$ cat config.mk
export PLATFORM = sky130hd
export DESIGN_NAME = tcw_cmd_queue
export DESIGN_NICKNAME = d
export VERILOG_FILES = /design/src/rtl/tcw_pkg.sv /design/src/rtl/tcw_cmd_queue.sv
export SDC_FILE = /design/constraint.sdc
export NUM_CORES = 1
export LEC_CHECK = 0
export BUFFER_PORTS_ARGS = -buffer_cell sky130_fd_sc_hd__buf_2
export CAP_MARGIN = 40
export CELL_PAD_IN_SITES_DETAIL_PLACEMENT = 1
export CELL_PAD_IN_SITES_GLOBAL_PLACEMENT = 1
export CORE_UTILIZATION = 46
export DETAILED_ROUTE_END_ITERATION = 10
export PLACE_DENSITY_LB_ADDON = 0.1
export SETUP_SLACK_MARGIN = 0.4
export SYNTH_ARGS = -nofsm -noshare
export SYNTH_HDL_FRONTEND = slang
export SYNTH_SLANG_ARGS = --single-unit
$ cat constraint.sdc
create_clock -name clock -period 2.9 [get_ports clock]
set_clock_uncertainty 0.15 [all_clocks]
set_input_delay 0.58 -clock clock [delete_from_list [all_inputs] [get_ports clock]]
set_output_delay 0.58 -clock clock [all_outputs]
set_load 0.05 [all_outputs]
$ cat src/rtl/tcw_pkg.sv
// shared constants, types and codes of the text console writer
`default_nettype none

package tcw_pkg;

   // screen geometry
   localparam int COLUMNS = 80;
   localparam int ROWS    = 25;
   localparam int CELLS   = COLUMNS * ROWS;

   // internal widths; all but CELL_W derived from the geometry
   localparam int COL_W   = $clog2(COLUMNS);
   localparam int ROW_W   = $clog2(ROWS);
   localparam int CELL_AW = $clog2(CELLS);
   localparam int CELL_W  = 16;

   // fixed widths of the transaction fields
   localparam int OP_W        = 2;
   localparam int CHAR_W      = 8;
   localparam int ATTR_W      = 8;
   localparam int COL_FIELD_W = 7;
   localparam int ROW_FIELD_W = 5;
   localparam int POS_FIELD_W = 11;

   // character codes and blank cells
   localparam logic [CHAR_W-1:0] CHAR_TAB     = 8'h09;
   localparam logic [CHAR_W-1:0] CHAR_NEWLINE = 8'h0A;
   localparam logic [CHAR_W-1:0] CHAR_RETURN  = 8'h0D;
   localparam logic [CHAR_W-1:0] CHAR_SPACE   = 8'h20;
   localparam logic [ATTR_W-1:0] ATTR_RESET   = 8'h07;
   localparam logic [CELL_W-1:0] BLANK_RESET  = {ATTR_RESET, CHAR_SPACE};

   // tab stops
   localparam int TAB_STOP = 4;

   // command queue between front and back
   localparam int QUEUE_DEPTH = 4;
   localparam int QPTR_W      = $clog2(QUEUE_DEPTH);
   localparam int QCNT_W      = $clog2(QUEUE_DEPTH + 1);

   typedef enum logic [OP_W-1:0] {
      OP_PUT    = 2'd0,
      OP_CLEAR  = 2'd1,
      OP_SETCUR = 2'd2,
      OP_READ   = 2'd3
   } op_type;

   typedef enum logic [2:0] {
      CMD_PRINT   = 3'd0,
      CMD_NEWLINE = 3'd1,
      CMD_RETURN  = 3'd2,
      CMD_TAB     = 3'd3,
      CMD_CLEAR   = 3'd4,
      CMD_SETCUR  = 3'd5,
      CMD_READ    = 3'd6
   } cmd_kind_type;

   typedef struct packed {
      op_type                  op;
      logic [CHAR_W-1:0]       char_code;
      logic [COL_FIELD_W-1:0]  col_in;
      logic [ROW_FIELD_W-1:0]  row_in;
      logic [POS_FIELD_W-1:0]  cell_index;
   } req_type;

   typedef struct packed {
      logic [POS_FIELD_W-1:0]  cursor_pos;
      logic [COL_FIELD_W-1:0]  cursor_col;
      logic [ROW_FIELD_W-1:0]  cursor_row;
      logic [CELL_W-1:0]       cell_data;
      logic                    scrolled;
   } rsp_type;

   // classified command as it travels through the queue
   typedef struct packed {
      cmd_kind_type        kind;
      logic [CHAR_W-1:0]   char_code;
      logic [COL_W-1:0]    col;
      logic [ROW_W-1:0]    row;
      logic [CELL_AW-1:0]  cell_index;
      logic                index_ok;
   } cmd_type;

endpackage

`default_nettype wire

$ cat src/rtl/tcw_cmd_queue.sv
// short command queue between the front end and the engine
`default_nettype none

module tcw_cmd_queue import tcw_pkg::*; (
   input  logic    clock,
   input  logic    reset,
   input  logic    push,
   input  cmd_type push_data,
   output logic    full,
   input  logic    pop,
   output logic    valid,
   output cmd_type head_data
);

   cmd_type              slot_ff [QUEUE_DEPTH];
   logic [QPTR_W-1:0]    head_ff, head_in;
   logic [QPTR_W-1:0]    tail_ff, tail_in;
   logic [QCNT_W-1:0]    count_ff, count_in;

   always_comb begin
      full      = (count_ff == QCNT_W'(QUEUE_DEPTH));
      valid     = (count_ff != '0);
      head_data = slot_ff[head_ff];
      head_in   = pop  ? head_ff + 1'b1 : head_ff;
      tail_in   = push ? tail_ff + 1'b1 : tail_ff;
      count_in  = count_ff;
      if (push && !pop) begin
         count_in = count_ff + 1'b1;
      end else if (pop && !push) begin
         count_in = count_ff - 1'b1;
      end
   end

   always_ff @(posedge clock) begin
      if (reset) begin
         head_ff  <= '0;
         tail_ff  <= '0;
         count_ff <= '0;
      end else begin
         head_ff  <= head_in;
         tail_ff  <= tail_in;
         count_ff <= count_in;
      end
   end

   always_ff @(posedge clock) begin
      if (push) begin
         slot_ff[tail_ff] <= push_data;
      end
   end

   a_count_bound: assert property (@(posedge clock) disable iff (reset)
      count_ff <= QCNT_W'(QUEUE_DEPTH))
      else $error("command queue count past depth");

   a_no_overflow: assert property (@(posedge clock) disable iff (reset)
      push |-> !full)
      else $error("command pushed into a full queue");

   a_no_underflow: assert property (@(posedge clock) disable iff (reset)
      pop |-> valid)
      else $error("command popped from an empty queue");

endmodule

`default_nettype wire

== After elaboration in Yosys (flattened, before gate mapping) ==
Memories as Yosys holds them, arrays and structs flattened. A register that Yosys moved wholly into a read port is not among the register bits.
Cells that the tools add are included.
W data, S select, Z words.

* $add $sub $neg: 4
* Mux-type cells: 6
* Reduce and logical (&&, ||, !) cells: 6
* Eq/ne operators: 1

{| class="wikitable"
|+ Operator list
! operator !! count
|-
| $mux W3 || 2
|-
| $add A2 B1 Y2 const B || 2
|-
| $mux W2 || 2
|-
| $add A3 B1 Y3 const B || 1
|-
| $eq A3 B3 Y1 const B || 1
|-
| $reduce_bool A3 Y1 || 1
|-
| $sub A3 B1 Y3 const B || 1
|-
| $logic_and A1 B1 Y1 || 2
|-
| $logic_not A1 Y1 || 2
|-
| $mux W1 || 2
|-
| $reduce_bool A2 Y1 || 1
|}

* Bits in writable memories: 140
* Memories: 1
* Input bits: 39
* Register bits: 7
* Word-level logic and storage cells: 21

{| class="wikitable"
|+ Memory list
! name !! words !! width !! rd ports !! clocked after Yosys merged registers in !! wr ports !! line !! RTL
|-
| slot_ff || 4 || 35 || 1 || 1 || 1 || tcw_cmd_queue.sv:15 || <nowiki>cmd_type slot_ff [QUEUE_DEPTH];</nowiki>
|}

== Logic depth before layout (Yosys ltp) ==
* Depth after elaboration: 4
* Mapped depth: 7

== Worst setup path before layout ==
Ideal clock, no wire load.

* Path kind: reg-to-output
* Start point: register count_ff[1]
* End point: output full
* Path slack: 0.673 ns
* Stages on the path, launching flop included: 2
* Data required time: 2.170 ns
* Arrival: 1.497 ns
* Buffers on the path: 0
* Cell sequence: dfxtp_1 nor3b_1

* Cells in the longest elaborated chain, start to end: 1

{| class="wikitable"
|+ RTL lines
! what !! line !! RTL
|-
| start, declared || tcw_cmd_queue.sv:18 || <nowiki>logic [QCNT_W-1:0] count_ff, count_in;</nowiki>
|-
| start signal, assigned || tcw_cmd_queue.sv:42 || <nowiki>count_ff <= count_in;</nowiki>
|-
| $eq A3 B3 Y1 || tcw_cmd_queue.sv:21 || <nowiki>full = (count_ff == QCNT_W'(QUEUE_DEPTH));</nowiki>
|-
| end, declared || tcw_cmd_queue.sv:9 || <nowiki>output logic full,</nowiki>
|}

Every way passes these cells.

==> results.json <==
{
  "clk_pin_slew_worst_paths_ns": 0.06,
  "clock_sinks": 149,
  "htree_levels": 4,
  "setup.worst_path.end_class": "output pin",
  "ys_seq_elements": 149,
  "setup_tns_ns": 0,
  "dpl-instance-area_mm2": 0.006115,
  "p_leak_nw": 2.421,
  "fin_nets": 369,
  "reg2reg_depth": 4,
  "grt_pass1_wl_mm": 15.37,
  "cp_slowest_cell": "mux4_2",
  "synth_top_area_share_pct": 75.98,
  "grt_use_total_pct": 17.63,
  "synth.most_common_cell": "edfxtp_1",
  "cts_tree": "yes",
  "whs_ns": 0.2247,
  "rsz0062_at_grt": "yes",
  "maxCapViolations": 0,
  "violations": "design-rule violations",
  "drtPass1Iterations": 7,
  "grt_max_degree": 26,
  "global_route.overflow_total": 0,
  "clockBufferDepth": 2,
  "fillers": 955,
  "area_delta_synth_final_pct": 26.05,
  "async_reset_ff_share_pct": 0,
  "ios": 76,
  "antenna_found_initial": 0,
  "seqCellArea_mm2": 0.004392,
  "worst_pin_slew_ns": 0.5570,
  "setup_violations": 0,
  "worstPathCellList": "buf_12 > clkbuf_16 > mux4_2 > buf_6",
  "vias": 2541,
  "start_util_pct": 47.84,
  "coreArea_mm2": 0.01156,
  "clock.fmax_ghz": 0.3967,
  "max_slew_margin_pct": 62.87,
  "powerDensity_mw_per_mm2": 776.0,
  "viasPerCell": 5.294,
  "dominantRegCellSynth": "edfxtp_1",
  "synth_cell_types": 22,
  "instances_no_fill": 480,
  "max_stage_delay_ns": 0.52,
  "ys_top_cells_by_area": "edfxtp_1 76%, mux4_2 12%, dfxtp_1 3.3%",
  "post-route-period-util_pct": 86.92,
  "die_area_mm2": 0.01247,
  "report.final.slew_viol_count": 0,
  "grt_pass1_vias": 2767,
  "power_mw": 5.412,
  "place_hpwl_mm": 5.955,
  "cts_root_buf": "clkbuf_16",
  "remaining_drc_errors": 10,
  "post-route-min-period_ns": 2.521,
  "synth.largest_area_cell": "edfxtp_1",
  "crit_type": "reg -> out",
  "numCtsBuffers": 17,
  "path_max_fanout": 7,
  "fp.dieH_um": 111.7,
  "die_w_um": 111.7,
  "drive_above_1_share_pct": 45.24,
  "yosys-top-cells-count": "140 x edfxtp_1, 30 x mux4_2, 9 x dfxtp_1",
  "place_congestion": 0.6429,
  "multi_input_area_mm2": 0.001040,
  "arrival_ns": 1.79,
  "hold_path_depth": 1,
  "ys_warn_count": 0,
  "num_rows": 39,
  "required_ns": 2.17,
  "synth-edff-count": 140,
  "postSynthCellCount": 227,
  "outcome": "complete, but fails checks",
  "wirelength_mm": 10.12,
  "cp_num_cells": 4,
  "detail-route-antenna-nets": 0,
  "hold_path_class": "in -> reg",
  "clock_latency_ns": 0.41,
  "cp-start-kind": "flop",
  "syn_nets": 272,
  "vdd_drop_max_mv": 0.3977,
  "dp_cells": 443,
  "avgSynthCellArea_um2": 24.37,
  "io_buffers": 75,
  "wl_per_cell_um": 21.09,
  "crit_buf_inv": 3,
  "drt_iter0_markers": 127,
  "synth_area_mm2": 0.005533,
  "ys_seq_area_share_pct": 79.24,
  "path_delay_family": "multiplexers",
  "finish.instance_area_mm2": 0.006974,
  "hold_violations": 0
}
[layout make-up]
cell class,count,area share (%)
diodes,1,0.03588
repair buffers,87,11.21
well taps,143,2.565
inverters,4,0.2153
multi-input cells,65,14.91
clock inverters,13,1.938
flip-flops and latches,149,62.97
clock buffers,18,6.154
[registers in the layout (all words and copies together) (netlist names), named ones only]
signal / cells
slot_ff: 140
count_ff: 3
head_ff: 2
tail_ff: 2
[routing by layer]
metal	global-route usage, %	up-vias	wire (um)
li1	-	1144	-
met1	21.65	1318	4385
met3	6.315	12	452
met2	28.28	67	5126
met5	0	-	0
met4	7.838	0	160
[through the flow]
stage	worst slack (ns)	utilization (%)
2_1_floorplan	0.6729	-
3_3_place_gp	0.6054	52.87
3_5_place_dp	0.5987	52.87
4_1_cts	0.3191	58.88
5_1_grt	0.3262	60.28
6_report	0.3792	60.31
[placed cells by master, fill, tap and decap left out, drive strengths merged, types with 3 or more instances in the layout]
cell / count
and2: 4
buf: 85
clkbuf: 20
clkinv: 7
clkinvlp: 3
dfxtp: 9
edfxtp: 140
ha: 5
inv: 5
mux4: 35
nor2: 7
xor2: 3
[worst paths after layout]
path	start	endpoint	slack (ns)
setup / recovery	flop	head_data[1]	0.38
hold / removal	push_data[15]	slot_ff[2][15]$_DFFE_PP_	0.22
setup reg to reg	tail_ff[0]$_SDFFE_PP0P_	slot_ff[2][30]$_DFFE_PP_	1.12
hold reg to reg	count_ff[2]$_SDFFE_PP0P_	count_ff[2]$_SDFFE_PP0P_	0.36
[where the power goes]
group          switching (mW)  internal, mW  leakage (nW)
Sequential             0.0440          2.47          1.36
Clock                   0.803          1.26         0.267
Combinational           0.512         0.330         0.793
Total                    1.36          4.05          2.42
[timing repair]
action                                  CTS  global route
endpoints found under the setup margin   35            35
hold buffers                              0             0
cloned                                    1             2
resized for setup                        33            37
setup buffers                             0             2
[logic make-up after synthesis]
family / share of synthesized area (%)
AND/OR/NAND/NOR: 1.357
XOR/XNOR: 0.7916
flip-flops: 79.24
AO/OA/AOI/OAI: 0.1807
buffers and inverters: 1.990
adder cells (fa/ha/maj): 1.493
multiplexers: 14.95
Power figures use the tool's default switching activity.
