--- src/rtl/tcw_pkg.sv ---
// shared constants, types and codes of the text console writer
`default_nettype none

package tcw_pkg;

   // screen geometry
   localparam int COLUMNS = 80;
   localparam int ROWS    = 25;
   localparam int CELLS   = COLUMNS * ROWS;

   // internal widths; all but CELL_W derived from the geometry
   localparam int COL_W   = $clog2(COLUMNS);
   localparam int ROW_W   = $clog2(ROWS);
   localparam int CELL_AW = $clog2(CELLS);
   localparam int CELL_W  = 16;

   // fixed widths of the transaction fields
   localparam int OP_W        = 2;
   localparam int CHAR_W      = 8;
   localparam int ATTR_W      = 8;
   localparam int COL_FIELD_W = 7;
   localparam int ROW_FIELD_W = 5;
   localparam int POS_FIELD_W = 11;

   // character codes and blank cells
   localparam logic [CHAR_W-1:0] CHAR_TAB     = 8'h09;
   localparam logic [CHAR_W-1:0] CHAR_NEWLINE = 8'h0A;
   localparam logic [CHAR_W-1:0] CHAR_RETURN  = 8'h0D;
   localparam logic [CHAR_W-1:0] CHAR_SPACE   = 8'h20;
   localparam logic [ATTR_W-1:0] ATTR_RESET   = 8'h07;
   localparam logic [CELL_W-1:0] BLANK_RESET  = {ATTR_RESET, CHAR_SPACE};

   // tab stops
   localparam int TAB_STOP = 4;

   // command queue between front and back
   localparam int QUEUE_DEPTH = 4;
   localparam int QPTR_W      = $clog2(QUEUE_DEPTH);
   localparam int QCNT_W      = $clog2(QUEUE_DEPTH + 1);

   typedef enum logic [OP_W-1:0] {
      OP_PUT    = 2'd0,
      OP_CLEAR  = 2'd1,
      OP_SETCUR = 2'd2,
      OP_READ   = 2'd3
   } op_type;

   typedef enum logic [2:0] {
      CMD_PRINT   = 3'd0,
      CMD_NEWLINE = 3'd1,
      CMD_RETURN  = 3'd2,
      CMD_TAB     = 3'd3,
      CMD_CLEAR   = 3'd4,
      CMD_SETCUR  = 3'd5,
      CMD_READ    = 3'd6
   } cmd_kind_type;

   typedef struct packed {
      op_type                  op;
      logic [CHAR_W-1:0]       char_code;
      logic [COL_FIELD_W-1:0]  col_in;
      logic [ROW_FIELD_W-1:0]  row_in;
      logic [POS_FIELD_W-1:0]  cell_index;
   } req_type;

   typedef struct packed {
      logic [POS_FIELD_W-1:0]  cursor_pos;
      logic [COL_FIELD_W-1:0]  cursor_col;
      logic [ROW_FIELD_W-1:0]  cursor_row;
      logic [CELL_W-1:0]       cell_data;
      logic                    scrolled;
   } rsp_type;

   // classified command as it travels through the queue
   typedef struct packed {
      cmd_kind_type        kind;
      logic [CHAR_W-1:0]   char_code;
      logic [COL_W-1:0]    col;
      logic [ROW_W-1:0]    row;
      logic [CELL_AW-1:0]  cell_index;
      logic                index_ok;
   } cmd_type;

endpackage

`default_nettype wire

--- src/rtl/tcw_front.sv ---
// front end: takes request transactions and classifies them into commands
`default_nettype none

module tcw_front import tcw_pkg::*; (
   input  logic    req_push,
   input  req_type req_data,
   output logic    req_full,
   input  logic    queue_full,
   input  logic    init_busy,
   output logic    cmd_push,
   output cmd_type cmd_data
);

   always_comb begin
      req_full = queue_full || init_busy;
      cmd_push = req_push && !req_full;
   end

   always_comb begin
      cmd_data           = '0;
      cmd_data.char_code = req_data.char_code;
      // set cursor saturates to the last column and row
      cmd_data.col = (req_data.col_in >= COLUMNS) ? COL_W'(COLUMNS - 1)
                                                  : COL_W'(req_data.col_in);
      cmd_data.row = (req_data.row_in >= ROWS) ? ROW_W'(ROWS - 1)
                                               : ROW_W'(req_data.row_in);
      cmd_data.cell_index = CELL_AW'(req_data.cell_index);
      cmd_data.index_ok   = (req_data.cell_index < CELLS);
      unique case (req_data.op)
         OP_PUT: begin
            priority if (req_data.char_code == CHAR_NEWLINE) cmd_data.kind = CMD_NEWLINE;
            else if (req_data.char_code == CHAR_RETURN)      cmd_data.kind = CMD_RETURN;
            else if (req_data.char_code == CHAR_TAB)         cmd_data.kind = CMD_TAB;
            else                                             cmd_data.kind = CMD_PRINT;
         end
         OP_CLEAR:  cmd_data.kind = CMD_CLEAR;
         OP_SETCUR: cmd_data.kind = CMD_SETCUR;
         OP_READ:   cmd_data.kind = CMD_READ;
         default:   cmd_data.kind = CMD_READ;
      endcase
   end

endmodule

`default_nettype wire

--- config.mk ---
export PLATFORM = sky130hd
export DESIGN_NAME = tcw_front
export DESIGN_NICKNAME = d
export VERILOG_FILES = /design/src/rtl/tcw_pkg.sv /design/src/rtl/tcw_front.sv
export SDC_FILE = /design/constraint.sdc
export NUM_CORES = 1
export LEC_CHECK = 0
export ABC_CLOCK_PERIOD_IN_PS = 1000
export BUFFER_PORTS_ARGS = -buffer_cell sky130_fd_sc_hd__buf_2
export CORE_MARGIN = 8
export CORE_UTILIZATION = 22
export DETAILED_ROUTE_END_ITERATION = 8
export PLACE_DENSITY = 0.81
export SLEW_MARGIN = 15
export SYNTH_ARGS = -nofsm -noshare
export SYNTH_HDL_FRONTEND = slang
export SYNTH_SLANG_ARGS = --single-unit
--- constraint.sdc ---
create_clock -name vclk -period 1
set_input_delay 0.15 -clock vclk [all_inputs]
set_output_delay 0.15 -clock vclk [all_outputs]
set_load 0.03 [all_outputs]
Word level (Yosys, flattened, before mapping)
Cells that the tools add are included.
- $lt $le $gt $ge: 3
- equal/unequal tests: 6
- muxes and demuxes: 6
- reductions and logical operators: 4
- operators by type and width (cell ; number):
    8-bit by 4-bit == test with 1-bit output, second input constant ; 3
    3-bit one-hot mux with 4 select lines ; 1
    11-bit < comparator, second input constant ; 1
    7-bit greater-or-equal comparator, second input constant ; 1
    7-bit two-way mux ; 1
    2-bit two-way mux ; 3
    5-bit greater-or-equal comparator, second input constant ; 1
    5-bit two-way mux ; 1
    2-bit == test, second input constant ; 2
    2-bit by 1-bit == test with 1-bit output, second input constant ; 1
    2-bit zero test ; 1
    1-bit logical AND ; 1
    1-bit zero test ; 1
    1-bit logical OR ; 1
- flip-flop bits (word level): 0
- input bits: 36
- output and inout bits: 37
- logic and storage cells: 19

Longest topological paths before layout
Gate-level depths: netlist of the first run.
- depth after elaboration: 5
- mapped depth: 3
- depth with buffers taken out: 3

Least setup slack after synthesis of the first run
OpenSTA, ideal clock, no wires.
- kind: input port to output port
- start: input port req_data[29] in the netlist's numbering
- end: output port cmd_data[33] in the netlist's numbering
- arrival time: 1.720 ns
- required time: 0.850 ns
- setup slack: -0.870 ns
- cell stages on the path: 3
- buffers on the path: 0
- cell sequence: nand2b_1 -> or4_4 -> o41ai_1
- RTL lines (item ; RTL line ; RTL):
    from (decl) ; tcw_front.sv:6 ; input req_type req_data,
    to (decl) ; tcw_front.sv:11 ; output cmd_type cmd_data

==> impl_results.md, run 1 <==
* Switching Fraction at 0.627
* Sw Pwr at ~0.23 mW
* Violated checks: setup timing
* Nets at 130
* Status: finished with violations
* # diodes at 0
* Detailed Route WL at approximately 1400 um
* Syn. warnings at 0
* Post-DRT Antenna Nets at 0
* Worst path most repeated cell: buf_6
* Die Ht at about 54 um
* HP Start: req_data[0]
* Share of layout cells above drive strength 1 at 0.804
* Setup-violating endpoint count in the final report at 2
* Cell area after synthesis at 319 um^2
* GRT Total Usage at 0.0878
* Worst-path cell chain: buf_6, nand2b_4, or4_4, o41ai_4, buf_6
* Max Slew Vio Count at 0
* Clkbuf count at 0
* P_int at 0.138 mW
* RSZ-0062 raised after global routing: yes
* Vias/cell at between 4 and 5
* WP buf/inv at 2
* Fillers at 150
* Worst setup margin at -0.446 ns
* Core Area at roughly 0.0013 mm^2
* Largest net degree at the start of global routing at 5
* CP arrival at around 1.3 ns
* Register area share after synthesis at 0
* Die X-Extent at around 54 um
* Leak pwr at about 0.37 nW
* Comb power frac at 1.000
* Number of DRC markers in iteration 0 at 1
* Fin crit share at 1.45
* Vias at 446
* Post-cts hold buffer count at 0
* Floorplan row count at 13
* Hold Vio Cnt, Final at 0
* Worst Setup SP: req_data[29]
* Placed insts at between 100 and 150
* Worst Path Max Fanout at 2
* Setup Fix Bufs, Post-CTS at 0
* Area share of the largest cell type after synthesis at 0.447
* Vias in the first global route at around 500
* CP startpoint kind: input pin
* Yosys cell types at 16
* Register Area at 0 um^2
* Starting density of the core at 0.239
* First-pass GRT wire length at just over 2000 um
* Per-cell routed wire length at about 13 um
* Die ar. at 0.00292 mm^2
* Gpl congestion at roughly 0.6
* Critical setup path kind: input pin to output port
* Io pins at 73
* CP peak stage delay at between 0.4 and 0.5 ns
* Synthesized instance count at 47
* Placed cell area at roughly 560 um^2
* Worst EP required at ~0.85 ns
* Multi-input logic area at roughly 200 um^2
* P per Cell Area at between 600 and 700 mW/mm^2
* Post-Syn Nets at 83
* Area leader, netlist: buf_4
* WHS at roughly 0.30 ns
* Clock share of power at 0
* Fin crit period at 1.45 ns
* Detailed Place HPWL at about 1400 um
* Final core occ at 0.442
* Peak VDD IR at between 150 and 200 uV
* Slowest-stage cell, CP: or4_4
* Max-cap violations at 0
* Mean Syn Cell Area at 6.79 um^2
* Final Instance Count excl. Fillers at approximately 110
* Top cells by area, synth: buf_4 45%, nand2b_1 12%, and2_1 5.9%
* FMAX at 692 MHz
* Antenna violations before repair at 0
* Worst-margin pin slew at roughly 0.28 ns
* Setup crit end kind: output port
* Hold Path Class: input pin to output port
* Design area at slightly below 600 um^2
* CP top delay family: simple AND/OR/NAND/NOR gates
* Grt total ovfl at 0
* Top-count cell post-synth: buf_4
* P&R area growth vs syn at 84.7%
* Sequential share of power at 0
* Top post-synthesis cells by count: 19 x buf_4, 6 x nand2b_1, 3 x and2_1, 3 x clkbuf_1
* Seq_cells at 0
* Setup TNS at -0.814 ns
* Residual DRC at 0
* Port Buffers at 65
* DR pass1 iterations at 2
* Worst slew margin relative to its limit at 0.815
==> stage by stage <==
stage / total power [mW] / setup WS, ns
after global placement: 0.359 / -0.496
after detailed placement: 0.365 / -0.505
after CTS: 0.373 / -0.463
after floorplan: 0.284 / -0.387
after global routing: 0.398 / -0.490
final: 0.371 / -0.446
==> cell usage in the layout (no fill, tap or decap), drive strengths merged <==
master and n:
o41ai 2, or2 2, or4 1, nor2 1, xnor2 1, nand2 2, nand2b 6, and3 1
buf 67, o2111ai 1, o21ai 1, inv 2, nor2b 2, and2 3
==> final cells by class <==
class                      instances  area share
tap                               15      0.0318
timing repair buffer              67       0.620
multi-input combinational         23       0.335
inverter                           2      0.0127
==> routing by layer <==
metal  GRT usage  part of all wire  vias up
li1            -                 -      220
met1      0.0702              0.25      186
met2       0.197              0.55       38
met3      0.0303              0.19        2
met4     0.00820            0.0048        0
met5           0                 0        -
==> path summary, 6_finish.rpt <==
path  slack [ns]  cells past startpoint           end
max        -0.45                      5  cmd_data[32]
min         0.30                      0   cmd_data[1]
==> cells by family after synthesis <==
| logic type | after synthesis | share of synthesized area |
|---|---|---|
| AOI/OAI and AO/OA | 4 | 0.122 |
| xor gates and xnor gates | 1 | 0.0275 |
| and+or+nand+nor | 18 | 0.345 |
| buffers and inverters | 24 | 0.506 |
==> what timing repair did <==
| item | CTS | global route |
|---|---|---|
| pin swaps | 1 | 1 |
| setup endpoints to repair | 2 | 2 |
| gates cloned | 0 | 0 |
| gates resized for setup | 4 | 2 |
==> power groups by stage <==
stage | sequential, mW | clock, mW | combinational [mW]
floorplan | 0 | 0 | 0.284
global placement | 0 | 0 | 0.359
detailed placement | 0 | 0 | 0.365
CTS | 0 | 0 | 0.373
global route | 0 | 0 | 0.398
finish | 0 | 0 | 0.371
Note: power is estimated with default switching activity, not from simulation.
==> run 2: changes to the inputs <==
CORE_MARGIN = 2   (was 8)
==> impl_results.md, run 2 (synthesized netlist as in run 1, its figures left out) <==
* Status: finished with violations
* Violated checks: setup timing
* Fillers at 143 (-4.7%)
* Clkbuf count at 0 (unchanged)
* Vias/cell at 4.17 (about the same)
* Worst EP required at 0.85 ns (about the same)
* Worst-margin pin slew at 0.291 ns (+0.0154 ns)
* Leak pwr at 0.373 nW (+0.67%)
* Most frequent cells in the layout: 62 x buf_2, 5 x nand2b_1, 4 x buf_4
* Largest net degree at the start of global routing at 5 (unchanged)
* Max-cap violations at 0 (unchanged)
* Critical setup path kind: input pin to output port
* GR peak layer: met2
* Hold Path Class: input pin to output port
* Vias at 450 (+0.90%)
* Post-DRT Antenna Nets at 0 (unchanged)
* Final Instance Count excl. Fillers at 108 (+0.93%)
* Design area at 587 um^2 (-0.42%)
* Die Ht at 42.1 um (-22%)
* Port Buffers at 65 (unchanged)
* Most common cell after layout, fill and taps aside: buf_2
* Seq_cells at 0 (unchanged)
* Met3 Use GR at 0.0216 (-0.00875)
* Number of DRC markers in iteration 0 at 1 (unchanged)
* Hold Vio Cnt, Final at 0 (unchanged)
* Fin crit share at 1.47 (+0.0263)
* Placed insts at 108 (+0.93%)
* Io pins at 73 (unchanged)
* CP top delay family: simple AND/OR/NAND/NOR gates
* Met1 usage at 0.109 (+0.0386)
* Vias in the first global route at 391 (-21%)
* Residual DRC at 0 (unchanged)
* Die X-Extent at 42.1 um (-22%)
* Nets at 131 (+0.77%)
* Detailed Route WL at 1050 um (-27%)
* Worst slew margin relative to its limit at 0.805 (-0.0104)
* Max Slew Vio Count at 0 (unchanged)
* Worst setup margin at -0.472 ns (-0.0263 ns)
* Floorplan row count at 13 (unchanged)
* # diodes at 0 (unchanged)
* Starting density of the core at 0.239 (unchanged)
* Worst path most repeated cell: buf_6
* Slowest-stage cell, CP: or4_4
* Peak VDD IR at 228 uV (+18%)
* P per Cell Area at 625 mW/mm^2 (-0.73%)
* DR pass1 iterations at 3 (+1)
* RSZ-0062 raised after global routing: yes
* Grt total ovfl at 0 (unchanged)
* GRT Total Usage at 0.104 (+0.0160)
* CP startpoint kind: input pin
* P&R area growth vs syn at 83.9%
* Worst Path Max Fanout at 2 (unchanged)
* First-pass GRT wire length at 1560 um (-23%)
* Per-cell routed wire length at 9.69 um (-28%)
* WP buf/inv at 2 (unchanged)
* FMAX at 679 MHz (-1.8%)
* Setup-violating endpoint count in the final report at 2 (unchanged)
* CP peak stage delay at 0.46 ns (about the same)
* Core Area at 0.00133 mm^2 (unchanged)
* Worst-path cell chain: buf_6, nand2b_4, or4_4, o41ai_4, buf_6
* Register Area at 0 um^2 (unchanged)
* Antenna violations before repair at 0 (unchanged)
* Fin crit period at 1.47 ns (+0.0263 ns)
* Placed cell area at 572 um^2 (+1.3%)
* Die ar. at 0.00177 mm^2 (-39%)
* Met2 Usage GRT at 0.219 (+0.0218)
* CP arrival at 1.32 ns (+0.02 ns)
* Share of layout cells above drive strength 1 at 0.806 (+0.00210)
* Gpl congestion at 0.576 (-6.6%)
* Setup Fix Bufs, Post-CTS at 0 (unchanged)
* Setup crit end kind: output port
## run 2: changes by cell type in the layout (fill, tap and decap cells not counted), sizes merged
cell,change
buf,+1
## run 2: path summary, 6_finish.rpt
| kind | start | end | slack, ns | cells past startpoint |
|---|---|---|---|---|
| setup / recovery | req_data[29] | cmd_data[32] | -0.47 | 5 |
| hold / removal | req_data[0] | cmd_data[1] | 0.30 | 0 |
## run 2: report_power, final
| part | internal (mW) | leakage [nW] | total [mW] | switching [mW] |
|---|---|---|---|---|
| combinational | 0.137 | 0.373 | 0.367 | 0.229 |
| clock | 0 | 0 | 0 | 0 |
| sequential | 0 | 0 | 0 | 0 |
| total | 0.137 | 0.373 | 0.367 | 0.229 |
## run 2: area by class of cell
cell class                 count  area, um^2  area share
tap                           15        18.8      0.0320
inverter                       2        7.51      0.0128
timing repair buffer          68         363       0.618
multi-input combinational     23         198       0.337
## run 2: through the flow
| step | utilization | hold slack [ns] | worst slack [ns] | power [mW] | TNS, ns |
|---|---|---|---|---|---|
| after global placement | 0.429 | 0.300 | -0.489 | 0.357 | -0.909 |
| after floorplan | - | 0.410 | -0.387 | 0.284 | -0.697 |
| after global routing | 0.440 | 0.300 | -0.514 | 0.388 | -1.00 |
| after detailed placement | 0.429 | 0.300 | -0.533 | 0.363 | -0.964 |
| final | 0.440 | 0.300 | -0.472 | 0.367 | -0.934 |
| after CTS | 0.437 | 0.300 | -0.488 | 0.369 | -0.957 |
## run 2: routing by layer
layer | vias up | routed length (um)
met5 | - | 0
li1 | 224 | -
met3 | 0 | 158
met1 | 187 | 325
met4 | 0 | 0
met2 | 39 | 564
## run 2: repair_timing
action                     CTS  global route
hold buffers                 0             0
setup endpoints to repair    2             2
gates resized for setup      3             1
pin swaps                    1             0
==> run 3: changes to the inputs <==
ABC_AREA = 1   (was not set)
PLACE_DENSITY = 0.79   (was 0.81)
==> impl_results.md, run 3 <==
* Syn. warnings at 0 (unchanged)
* Register area share after synthesis at 0 (unchanged)
* Mean Syn Cell Area at 5.52 um^2 (-19%)
* Number of DRC markers in iteration 0 at 1 (unchanged)
* Area share of the largest cell type after synthesis at 0.424 (-0.0233)
* Detailed Route WL at 943 um (-9.9%)
* Top-count cell post-synth: buf_4
* Critical setup path kind: input pin to output port
* Core Area at 0.00147 mm^2 (+10%)
* GRT Total Usage at 0.0931 (-0.0107)
* Seq_cells at 0 (unchanged)
* Grt total ovfl at 0 (unchanged)
* HP Start: req_data[2]
* Worst path most repeated cell: buf_2
* Worst Hold Path EP: cmd_data[3]
* Top cells by area, synth: buf_4 42%, nand2_1 12%, inv_1 11%
* Yosys cell types at 14 (-2)
* Final core occ at 0.372 (-0.0684)
* Slowest-stage cell, CP: o21ai_4
* WHS Path Cells at 0 (unchanged)
* Vias at 487 (+8.2%)
* Port Buffers at 65 (unchanged)
* Post-cts hold buffer count at 0 (unchanged)
* Residual DRC at 0 (unchanged)
* DR pass1 iterations at 2 (-1)
* Die X-Extent at 43.1 um (+2.5%)
* Fin crit share at 0.947 (-0.525)
* Max Slew Vio Count at 0 (unchanged)
* # diodes at 0 (unchanged)
* CP startpoint kind: input pin
* Area leader, netlist: buf_4
* Vias/cell at 4.06 (-2.6%)
* Synthesized instance count at 61 (+30%)
* Status: completed
* Fin crit period at 0.947 ns (-0.525 ns)
* Vias in the first global route at 403 (+3.1%)
* First-pass GRT wire length at 1480 um (-5.3%)
* P per Cell Area at 636 mW/mm^2 (+1.8%)
* Floorplan row count at 14 (+1)
* Share of layout cells above drive strength 1 at 0.654 (-0.153)
* FMAX at 1060 MHz (+56%)
* Die ar. at 0.00186 mm^2 (+5.0%)
* Gpl congestion at 0.743 (+29%)
* Leak pwr at 0.373 nW (+0.22%)
* Most common cell after layout, fill and taps aside: buf_2
* Largest net degree at the start of global routing at 7 (+2)
* Cell area after synthesis at 337 um^2 (+5.5%)
* WP buf/inv at 2 (unchanged)
* Top post-synthesis cells by count: 19 x buf_4, 11 x nand2_1, 10 x inv_1
* Setup crit end kind: output port
* Detailed Place HPWL at 886 um
* Design area at 547 um^2 (-6.8%)
* Die Ht at 43.1 um (+2.5%)
* Nets at 142 (+8.4%)
* Most frequent cells in the layout: 63 x buf_2, 11 x nand2_1, 10 x inv_1
* CP arrival at 0.80 ns (-0.52 ns)
* Post-DRT Antenna Nets at 0 (unchanged)
* Io pins at 73 (unchanged)
* Register Area at 0 um^2 (unchanged)
* Setup-violating endpoint count in the final report at 0 (-2)
* Max-cap violations at 0 (unchanged)
* Worst-margin pin slew at 0.172 ns (-0.118 ns)
* WHS at 0.300 ns (-0.000174 ns)
* Placed cell area at 531 um^2 (-7.2%)
* Per-cell routed wire length at 7.86 um (-19%)
* Hold Path Class: input pin to output port
* Starting density of the core at 0.229 (-0.0105)
* Worst slew margin relative to its limit at 0.885 (+0.0797)
* Worst-path cell chain: buf_2, o21ai_4, and2_1, buf_2
* Worst Path Max Fanout at 6 (+4)
* CP peak stage delay at 0.19 ns (-0.27 ns)
* Worst EP required at 0.85 ns (about the same)
* CP top delay family: buffers and inverters
* Peak VDD IR at 258 uV (+13%)
* Clkbuf count at 0 (unchanged)
* Antenna violations before repair at 0 (unchanged)
* P&R area growth vs syn at 62.5%
* Hold Vio Cnt, Final at 0 (unchanged)
* RSZ-0062 raised after global routing: yes
* Post-Syn Nets at 97 (+17%)
run 3: area by class of cell:
class | count | area [um^2]
well taps | 16 | 20.0
fillers | 172 | 925
multi-input cells | 29 | 155
repair buffers | 65 | 334
inverters | 10 | 37.5
run 3: worst max-delay path by stage:
stage          slack [ns]         start  depth (start not counted)      endpoint
2_1_floorplan        0.03     init_busy                          2      cmd_push
3_3_place_gp         0.03  req_data[28]                          7  cmd_data[32]
3_5_place_dp         0.02  req_data[28]                          7  cmd_data[32]
4_1_cts              0.02  req_data[28]                          7  cmd_data[32]
5_1_grt             -0.06  req_data[30]                          7  cmd_data[32]
6_report             0.05  req_data[20]                          4  cmd_data[22]
run 3: through the flow:
stage                     setup TNS (ns)  std cells  worst slack, ns  power, mW
after floorplan                        0         61           0.0289      0.275
after global placement                 0        120           0.0306      0.338
after detailed placement               0        120           0.0192      0.342
after CTS                              0        120           0.0171      0.343
after global routing             -0.0633        120          -0.0633      0.374
final                                  0        120           0.0534      0.348
run 3: report_power, final:
part           total, mW  internal [mW]  switching, mW
Clock                  0              0              0
Combinational      0.348          0.119          0.229
Sequential             0              0              0
Total              0.348          0.119          0.229
run 3: layer usage:
metal,vias to the layer above,global-route usage,routed length (um)
met4,0,0.00606,4
met1,198,0.104,292
met2,37,0.191,490
li1,250,-,-
met5,-,0,0
met3,2,0.00851,155
run 3: cell families (layout without fill, tap and decap cells):
family	Yosys count	in the layout	share of synthesized area
buffers and inverters	32	75	0.569
and+or+nand+nor	23	23	0.297
AOI/OAI and AO/OA	5	5	0.108
xor gates and xnor gates	1	1	0.0260
run 3: repair_timing:
action,4_1_cts,5_1_grt
endpoints found under the hold margin,0,0
gates resized for setup,0,6
setup endpoints to repair,0,4
setup buffers,0,0
